<file path="src/hw/rtl/rmq_pkg.sv">
// ----------------------------------------------------------------------------
// rmq_pkg
// shared types and constants of the range minimum query table
// ----------------------------------------------------------------------------
package rmq_pkg;

    localparam int MAX_ELEMENTS = 1024;
    localparam int CNT_W        = 11;
    localparam int EA_W         = 10;
    localparam int ELEM_W       = 32;
    localparam int ROW_LEN      = MAX_ELEMENTS + 2;
    localparam int LEVELS       = 11;
    localparam int TBL_DEPTH    = LEVELS * ROW_LEN;
    localparam int TBL_AW       = 14;
    localparam int LVL_W        = 4;
    localparam int CTR_W        = 12;

    localparam logic signed [ELEM_W-1:0] IDENTITY = 32'sh4000_0000;

    localparam logic CMD_LOAD  = 1'b0;
    localparam logic CMD_QUERY = 1'b1;

    localparam logic [1:0] ST_OK        = 2'd0;
    localparam logic [1:0] ST_BAD_RANGE = 2'd1;
    localparam logic [1:0] ST_NOT_BUILT = 2'd2;

    typedef struct packed {
        logic                     command;
        logic signed [ELEM_W-1:0] element_value;
        logic                     last_element;
        logic [CNT_W-1:0]         query_left;
        logic [CNT_W-1:0]         query_right;
    } t_item;

    typedef struct packed {
        logic                     we;
        logic [TBL_AW-1:0]        addr;
        logic signed [ELEM_W-1:0] data;
    } t_tbl_wr;

endpackage

</file>
<file path="src/hw/rtl/rmq_front.sv">
// ----------------------------------------------------------------------------
// rmq_front
// request capture and two-entry queue toward the execution side
// ----------------------------------------------------------------------------
module rmq_front import rmq_pkg::*; (
    input  logic                     i_clk,
    input  logic                     i_rst_n,
    input  logic                     start,
    output logic                     busy,
    input  logic                     i_command,
    input  logic signed [ELEM_W-1:0] i_element_value,
    input  logic                     i_last_element,
    input  logic [CNT_W-1:0]         i_query_left,
    input  logic [CNT_W-1:0]         i_query_right,
    input  logic                     i_pop,
    output logic                     o_item_valid,
    output t_item                    o_item
);

    t_item      r_slot [2];
    logic       r_head, r_tail;
    logic [1:0] r_cnt, n_cnt;
    logic       w_push, w_pop;

    assign busy         = (r_cnt == 2'd2);
    assign w_push       = start && !busy;
    assign w_pop        = i_pop && (r_cnt != 2'd0);
    assign o_item_valid = (r_cnt != 2'd0);
    assign o_item       = r_slot[r_head];

    always_comb begin
        n_cnt = r_cnt;
        if (w_push && !w_pop) begin
            n_cnt = r_cnt + 2'd1;
        end else if (w_pop && !w_push) begin
            n_cnt = r_cnt - 2'd1;
        end
    end

    always_ff @(posedge i_clk) begin
        if (!i_rst_n) begin
            r_head <= 1'b0;
            r_tail <= 1'b0;
            r_cnt  <= 2'd0;
        end else begin
            r_cnt <= n_cnt;
            if (w_push) begin
                r_tail <= ~r_tail;
            end
            if (w_pop) begin
                r_head <= ~r_head;
            end
        end
    end

    always_ff @(posedge i_clk) begin
        if (w_push) begin
            r_slot[r_tail] <= '{command:       i_command,
                                element_value: i_element_value,
                                last_element:  i_last_element,
                                query_left:    i_query_left,
                                query_right:   i_query_right};
        end
    end

endmodule

</file>
<file path="config.mk">
export PLATFORM = sky130hd
export DESIGN_NAME = rmq_front
export DESIGN_NICKNAME = d
export VERILOG_FILES = /design/src/hw/rtl/rmq_pkg.sv /design/src/hw/rtl/rmq_front.sv
export SDC_FILE = /design/constraint.sdc
export NUM_CORES = 1
export LEC_CHECK = 0
export ABC_AREA = 1
export BUFFER_PORTS_ARGS = -buffer_cell sky130_fd_sc_hd__buf_2
export CORE_MARGIN = 2
export CORE_UTILIZATION = 45
export DETAILED_ROUTE_END_ITERATION = 10
export PLACE_DENSITY = 0.76
export SETUP_SLACK_MARGIN = 0.15
export SLEW_MARGIN = 10
export SYNTH_ARGS = -nofsm -noshare
export SYNTH_HDL_FRONTEND = slang
export SYNTH_SLANG_ARGS = --single-unit
export TNS_END_PERCENT = 100
</file>
<file path="constraint.sdc">
create_clock -name i_clk -period 4.7 [get_ports i_clk]
set_input_delay 0.705 -clock i_clk [delete_from_list [all_inputs] [get_ports i_clk]]
set_output_delay 0.705 -clock i_clk [all_outputs]
set_load 0.02 [all_outputs]
</file>
==> results list <==
* Outcome: finished clean
- Once the clock tree was built, the resizer swapped 0 gates to a different size.
* Peak fanout along the critical path: 56
- CTS buffer count: 17
- Share of post-route cells with drive strength above 1: 0.5758
* Die Y: roughly 100 um
* CTS Hold Buffers Added: 0
- The clock period could shrink to 2.852 ns.
* Routed wire per std cell: 15.05 um
- Synth area leaders: edfxtp_1, mux2_4, mux2_2, dfxtp_1, buf_6
- For the worst setup path, the data required time is around 4 ns.
- Derived from the worst setup path, the maximum achievable clock frequency is ~350 MHz.
- Number of ports placed on the die boundary: about 120
* Worst Tran Pin Value: 0.9907 ns
- Worst slew slack as a fraction of its limit: 0.3395
- The clock passes through at most 2 buffers.
- Global Route Usage Sum: 0.1407
* Data arrival time of the critical path: 2.15 ns
* Detailed-route via count: ~2200
* Remaining routing DRC violations: 0
- The path class of the tightest hold or removal check is primary input to flop.
* Area taken by flip-flops and latches: approximately 3500 um^2
* Post-Route Utilization: 0.5947
* Remaining Overflow, GRT: 0
* Worst supply voltage drop on vdd: 0.0002610 V
* Antenna violations before repair: 0
- After filler insertion, the fill cell instance count of the layout stands at around 730.
- In this run the clock root is driven by a clkbuf_8.
* Nets in the synthesized netlist: 272
- Setup violations remaining at the end of the flow were counted as 0.
- The worst register-to-register path ends at r_slot[1][51].
- In the finished design, the share of the clock period the worst path needs comes to 0.6068.
- The number of antenna diodes in the final layout is 0.
* Number of violations of the max-capacitance limit: 0
- Power Dens Cells: 598.4 nW/um^2
* Number of synthesized register bits: 117
- The worst register-to-register path has a depth of 4.
* Post-CTS Setup Inserts: 0
* CP Capture Point: o_item[1]
- Worst-case clock skew: 0.006151 ns
* CTS tree: yes
* Count of input and output buffers: 117
* Starting density of the core: 0.4596
- In this run the standard cell core region covers 9684 um^2.
- Combined area of the multi-input logic cells: 910.9 um^2
- Clock transition time at the flip-flop clock pins of the worst setup and hold paths: 0.05 ns
* Routed Wire Length: 7361 um
* Floorplan row count: 36
- The clock tree synthesis step divided the H-tree into 4 levels.
- Maximum number of pins on one net before global-route repair: 57
- Before antenna repair, the detailed router went through 4 iterations.
* Synth Warn #: 0
* Synthesized area: 4451 um^2
* Setup slack on the worst flop-to-flop path: 2.59 ns
* Placed wire-length estimate after detailed placement: 4838 um
- Avg Synthesized Cell Area: 21.09 um^2
* Total Negative Setup Slacks: 0 ns
- Drt first-iter violations: 76
- STA classifies the critical path startpoint as a flop.
* Count of clock tree sinks: 117
* Placed Cells: 457
- Kind of end point of the critical path: primary output
- The later pin in the worst-skew pair is clocked with a latency of 0.51 ns.
* Number of nets in the final layout: 404
* Area share of the largest cell type after synthesis: 0.7557
- Width of the die: 103.5 um
- The top cell types in the final layout, fill and taps aside, are buf_2, edfxtp_1, mux2_4, mux2_2, clkbuf_16.
- The first global-routing pass estimated 10680 um of wire.
* Final hold violations: 0
- Setup repair after global routing left no endpoint under its margin.
- Reg-to-Reg Start: r_cnt[1]
- Of the synthesized area, sequential elements account for 0.7782.
- Type of the worst setup path: flop to primary output
- The library cell used most frequently in the layout, excluding fill and tap cells, is buf_2.
- After synthesis, the netlist uses 16 different library cells.
- Antenna Nets Post-Route: 0
* Leakage component of the power: approximately 2.3 nW
- Last weighted congestion value of the routability-driven placer: 0.6788
- The cell count after synthesis came out at 211.
* Cell Count, Final, Fillers Out: 489
- Cell type with the highest aggregate area in the netlist: edfxtp_1
- Using the TritonRoute via totals, the vias-per-cell ratio works out to ~4.6.
* Final Max Tran Viols: 0
* Total power: 3.446 mW
* Full die area: ~11000 um^2
* Vias in the first global route: 2231
* Synthesis-to-finish area growth: 29.41%
==> metrics by stage <==
stage	cell area (um^2)	setup WS [ns]	hold WS [ns]
floorplan	4451	1.113	0.4669
finish	5759	1.848	0.3804
detailed placement	5175	2.239	0.4888
global placement	5175	2.258	0.4787
global route	5759	1.786	0.3543
CTS	5759	1.841	0.3553
==> logic make-up after synthesis <==
logic type                 after synthesis  share of synthesized area
and+or+nand+nor                         18                    0.01603
buffers and inverters                   14                    0.02052
muxes                                   56                     0.1754
DFF                                    117                     0.7782
AOI/OAI and AO/OA                        5                   0.007028
adders and majority gates                1                   0.002811
==> worst min path at each step <==
stage / slack (ns) / cells past startpoint / to / start
after floorplan: 0.47 / 2 / flop / r_head
after global placement: 0.48 / 2 / flop / r_head
after detailed placement: 0.49 / 2 / flop / r_head
after CTS: 0.36 / 1 / r_slot[1][35] / i_element_value[12]
after global routing: 0.35 / 1 / r_slot[0][14] / i_query_left[3]
final: 0.38 / 1 / r_slot[1][6] / i_query_right[6]
==> cell usage after synthesis <==
cell type	number
nand2_1	7
nor2_1	9
buf_6	5
o21ai_0	2
ha_1	1
buf_2	1
edfxtp_1	112
o21ai_2	1
dfxtp_1	5
o21a_1	1
mux2_2	16
inv_1	8
nand4_1	1
mux2_4	40
a21oi_1	1
nand3_1	1
==> registers in the layout (all words and copies together) (netlist names), named ones only <==
signal,flops
r_cnt,2
r_head,1
r_slot,112
r_tail,1
==> final cells by class <==
type                       count  share of cell area
clock inverter                13             0.02824
timing repair buffer         119              0.1043
sequential                   117              0.6020
tap                          133             0.02889
multi-input combinational     80              0.1582
clock buffer                  19             0.07321
inverter                       8            0.005214
==> critical path, cell delays in order, from the launching register on <==
cell and delay [ns]:
dfxtp_4 0.95, mux2_2 0.43, buf_2 0.16
==> routing by layer <==
layer  up-vias  wire length (um)  global-route usage
li1       1078                 -                   -
met1      1062              3170              0.1686
met2        77              3511              0.2144
met3        14               549             0.06452
met4         0               129             0.07287
met5         -                 0                   0
==> report_power, final <==
group	internal (mW)	switching, mW	leakage, nW	total [mW]
sequential	1.32	0.108	1.09	1.43
combinational	0.345	0.412	0.909	0.757
clock	0.847	0.412	0.285	1.26
total	2.51	0.932	2.28	3.45
Power figures use the tool's default switching activity.
